File: config.mk
export PLATFORM = sky130hd
export DESIGN_NAME = bqld_cfg
export DESIGN_NICKNAME = d
export VERILOG_FILES = /design/src/sv/bqld_pkg.sv /design/src/sv/bqld_cfg.sv
export SDC_FILE = /design/constraint.sdc
export NUM_CORES = 1
export LEC_CHECK = 0
export BUFFER_PORTS_ARGS = -buffer_cell sky130_fd_sc_hd__buf_2
export CAP_MARGIN = 25
export CORE_MARGIN = 5
export CORE_UTILIZATION = 40
export DETAILED_ROUTE_END_ITERATION = 8
export PLACE_DENSITY = 0.79
export SYNTH_ARGS = -nofsm -noshare
export SYNTH_HDL_FRONTEND = slang
export SYNTH_SLANG_ARGS = --single-unit
File: constraint.sdc
create_clock -name clk -period 3.8 [get_ports clk]
set_input_delay 0.38 -clock clk [delete_from_list [all_inputs] [get_ports clk]]
set_output_delay 0.38 -clock clk [all_outputs]
set_load 0.05 [all_outputs]
File: src/sv/bqld_pkg.sv
// shared constants and types for the biquad low-pass decimator
`default_nettype none

package bqld_pkg;

    localparam int DEF_SAMPLE_WIDTH = 16;
    localparam int DEF_COEF_WIDTH   = 16;

    localparam int NUM_COEFS     = 5;
    localparam int ADDR_WIDTH    = 5;
    localparam int REG_IDX_WIDTH = 3;
    localparam int DATA_WIDTH    = 32;

    localparam logic [REG_IDX_WIDTH-1:0] REG_A0 = 3'd0;
    localparam logic [REG_IDX_WIDTH-1:0] REG_A1 = 3'd1;
    localparam logic [REG_IDX_WIDTH-1:0] REG_A2 = 3'd2;
    localparam logic [REG_IDX_WIDTH-1:0] REG_B1 = 3'd3;
    localparam logic [REG_IDX_WIDTH-1:0] REG_B2 = 3'd4;

    localparam logic [DATA_WIDTH-1:0] A0_RESET = 32'd5505;
    localparam logic [DATA_WIDTH-1:0] A1_RESET = 32'd11009;
    localparam logic [DATA_WIDTH-1:0] A2_RESET = 32'd5505;
    localparam logic [DATA_WIDTH-1:0] B1_RESET = 32'd2891;
    localparam logic [DATA_WIDTH-1:0] B2_RESET = 32'd2743;

    typedef struct packed {
        logic advance;
        logic last;
    } step_ctrl_t;

endpackage

`default_nettype wire

File: src/sv/bqld_cfg.sv
// coefficient registers behind the apb-style configuration port
`default_nettype none

module bqld_cfg #(
    parameter int COEF_WIDTH = bqld_pkg::DEF_COEF_WIDTH
) (
    input  wire logic                                          clk,
    input  wire logic                                          rst_n,
    input  wire logic                                          psel,
    input  wire logic                                          penable,
    input  wire logic                                          pwrite,
    input  wire logic [bqld_pkg::ADDR_WIDTH-1:0]               paddr,
    input  wire logic [bqld_pkg::DATA_WIDTH-1:0]               pwdata,
    output logic      [bqld_pkg::DATA_WIDTH-1:0]               prdata,
    output logic      [bqld_pkg::NUM_COEFS-1:0][COEF_WIDTH-1:0] coefs
);

    logic [bqld_pkg::REG_IDX_WIDTH-1:0] reg_idx;
    logic                               wr_en;
    logic [COEF_WIDTH-1:0]              a0_reg;
    logic [COEF_WIDTH-1:0]              a1_reg;
    logic [COEF_WIDTH-1:0]              a2_reg;
    logic [COEF_WIDTH-1:0]              b1_reg;
    logic [COEF_WIDTH-1:0]              b2_reg;
    logic [COEF_WIDTH-1:0]              wr_data;

    assign reg_idx = paddr[bqld_pkg::ADDR_WIDTH-1:2];
    assign wr_en   = psel && penable && pwrite;
    assign wr_data = pwdata[COEF_WIDTH-1:0];

    always_ff @(posedge clk or negedge rst_n)
    begin
        if (!rst_n)
        begin
            a0_reg <= bqld_pkg::A0_RESET[COEF_WIDTH-1:0];
            a1_reg <= bqld_pkg::A1_RESET[COEF_WIDTH-1:0];
            a2_reg <= bqld_pkg::A2_RESET[COEF_WIDTH-1:0];
            b1_reg <= bqld_pkg::B1_RESET[COEF_WIDTH-1:0];
            b2_reg <= bqld_pkg::B2_RESET[COEF_WIDTH-1:0];
        end
        else if (wr_en)
        begin
            case (reg_idx)
                bqld_pkg::REG_A0: a0_reg <= wr_data;
                bqld_pkg::REG_A1: a1_reg <= wr_data;
                bqld_pkg::REG_A2: a2_reg <= wr_data;
                bqld_pkg::REG_B1: b1_reg <= wr_data;
                bqld_pkg::REG_B2: b2_reg <= wr_data;
                default: ;
            endcase
        end
    end

    always_comb
    begin
        case (reg_idx)
            bqld_pkg::REG_A0: prdata = bqld_pkg::DATA_WIDTH'(a0_reg);
            bqld_pkg::REG_A1: prdata = bqld_pkg::DATA_WIDTH'(a1_reg);
            bqld_pkg::REG_A2: prdata = bqld_pkg::DATA_WIDTH'(a2_reg);
            bqld_pkg::REG_B1: prdata = bqld_pkg::DATA_WIDTH'(b1_reg);
            bqld_pkg::REG_B2: prdata = bqld_pkg::DATA_WIDTH'(b2_reg);
            default:          prdata = '0;
        endcase
    end

    always_comb
    begin
        coefs                   = '0;
        coefs[bqld_pkg::REG_A0] = a0_reg;
        coefs[bqld_pkg::REG_A1] = a1_reg;
        coefs[bqld_pkg::REG_A2] = a2_reg;
        coefs[bqld_pkg::REG_B1] = b1_reg;
        coefs[bqld_pkg::REG_B2] = b2_reg;
    end

endmodule

`default_nettype wire

==> metrics.cfg <==
[status]
status = finished clean

[routing]
drt_iter0_drc = 124
dr.pass1.iters = 4
num_vias = 2763
ant_nets = 0
wire_per_inst_um = 20.29
vias_per_cell = 5.253
drt_wl_total_um = 10670
drc = 0

[grt]
grt_pass1_vias = 2897
grt_max_degree = 81
grt_overflow = 0
grt_pass1_wl_um = 16370
antenna_found_initial = 0
grt_use_total = 0.1851

[timing]
slew_violations = 0
fin_tns_setup_ns = 0
rsz0062_at_grt = false
setup_viol = 0
worst_pin_slew_ns = 0.9317
hold_viol_final = 0
max_freq_mhz = 391.8
finClkSkew_ns = 0
timing.slew.headroom = 0.3782
timing.final.crit_share = 0.6716
min_period_ns = 2.552

[logic_synthesis]
yosysSeqAreaShare = 0.5272
synth-main-ff-cell = dfrtp_1
synth_cell_type_count = 26
synth-seq-cells = 80
syn_area_per_cell_sq_um = 14.17
ys_warn_count = 0
synth_edf_count = 0
netlist_area_sq_um = 3869
async_flop_share = 1.000
synthCells = 273

[finish]
num_antenna_cells = 0
final_core_util = 0.5116
final_common_cell = buf_2
area_growth_pct = 23.35
layout.nets = 434
drive_above_1_share = 0.6952
final_cell_mix = buf_2, mux2_2, dfrtp_1, dfstp_2

[floorplanning]
die_w_um = 108.3
ios = 154
dieArea_sq_um = 11740
coreArea_sq_um = 9328
rows = 35
die_h_um = 108.3
start_util = 0.4148

[clock_tree]
clock_latency_ns = 0.33
cts_tree = done
clock-sinks = 80
root_buffer = clkbuf_8
htreeDepth = 3
post_cts_resized = 0
cts_buffers = 9
clockBufferDepth = 2
clk_pin_slew_ns = 0.08

[placed_design]
io_buffers = 119
place_congestion = 0.7957
dp_hpwl_um = 7156

[min_path]
min_path_type = input pin to register

[flow_run]
drv_cap = 0

[pwr]
p_leak_nw = 2.316
peakVddDrop_mv = 0.3637
finalPower_mw = 3.162
powerDensity_nw_per_um2 = 662.6

[worst_setup_path]
arrival_ns = 2.17
crit_fanout = 23
required_ns = 3.42
worst-setup-path-type = input pin to output pin
end_kind = output pin
critPathLaunchType = input pin

[Yosys cell counts, drive strengths merged (2+ instances only)]
master	count	area (sq um)
nor2	2	10.01
and2b	2	17.52
clkbuf	6	22.52
buf	28	215.2
a32oi	16	140.1
o21ai	16	80.07
nand2	2	7.510
dfrtp	50	1251
dfstp	30	788.3
mux2	96	1119
a22oi	15	112.6
nor3b	2	37.54
[layout make-up]
cell class              instances  area [sq um]
flip-flops and latches         80          2039
clock inverters                 3         65.06
fillers                       833          4556
inverters                       1         3.754
well taps                     129         161.4
multi-input cells             173          1655
repair buffers                127         688.2
clock buffers                  13         158.9
[critical path, stage by stage]
cell     delay (ns)
buf_2          0.53
and2b_2        0.56
a22oi_1        0.15
o21ai_0        0.23
buf_2          0.31
[repair_timing]
item                      in CTS  in global routing
hold endpoints to repair       0                 17
hold buffers                   0                  1
buffers inserted               0                  0
[metal layers]
layer | GRT usage | wire, um
met4 | 0.05050 | 106
met1 | 0.2446 | 4609
met5 | 0 | 0
met3 | 0.04358 | 855
met2 | 0.3060 | 5102
[power by group]
group | switching [mW] | internal [mW] | leakage, nW | total, mW
Combinational | 0.946 | 0.330 | 1.25 | 1.28
Sequential | 0.129 | 1.06 | 0.953 | 1.19
Clock | 0.286 | 0.406 | 0.114 | 0.692
[through the flow]
step	hold slack [ns]	instance area (sq um)	std cells	setup WS, ns
4_1_cts	0.2248	4735	524	1.217
3_5_place_dp	0.5151	4511	508	1.221
6_report	0.3256	4772	526	1.248
3_3_place_gp	0.5056	4496	507	1.260
2_1_floorplan	0.08441	3925	288	1.235
5_1_grt	0.3077	4772	526	1.126
[path summary, 6_finish.rpt]
kind                                        start                      to  slack, ns  cells past startpoint
min reg2reg                a2_reg[13]$_DFFE_PN0P_  a2_reg[13]$_DFFE_PN0P_       0.53                      1
max reg2reg                a0_reg[14]$_DFFE_PN0P_  a0_reg[14]$_DFFE_PN0P_       3.01                      1
min                                    pwdata[13]  a0_reg[13]$_DFFE_PN0P_       0.33                      2
max in group asynchronous                   rst_n   b2_reg[7]$_DFFE_PN1P_       2.65                      3
max                                      paddr[2]              prdata[15]       1.25                      5
min in group asynchronous                   rst_n   a1_reg[3]$_DFFE_PN0P_       0.50                      2
[cell families after synthesis]
| logic type | Yosys count | share of synthesized area |
|---|---|---|
| compound gates | 48 | 0.08829 |
| buf+inv | 35 | 0.06242 |
| flops | 80 | 0.5272 |
| mux | 96 | 0.2891 |
| other cells | 1 | 0.0009693 |
| simple gates | 13 | 0.03202 |
Note: power is estimated with default switching activity, not from simulation.
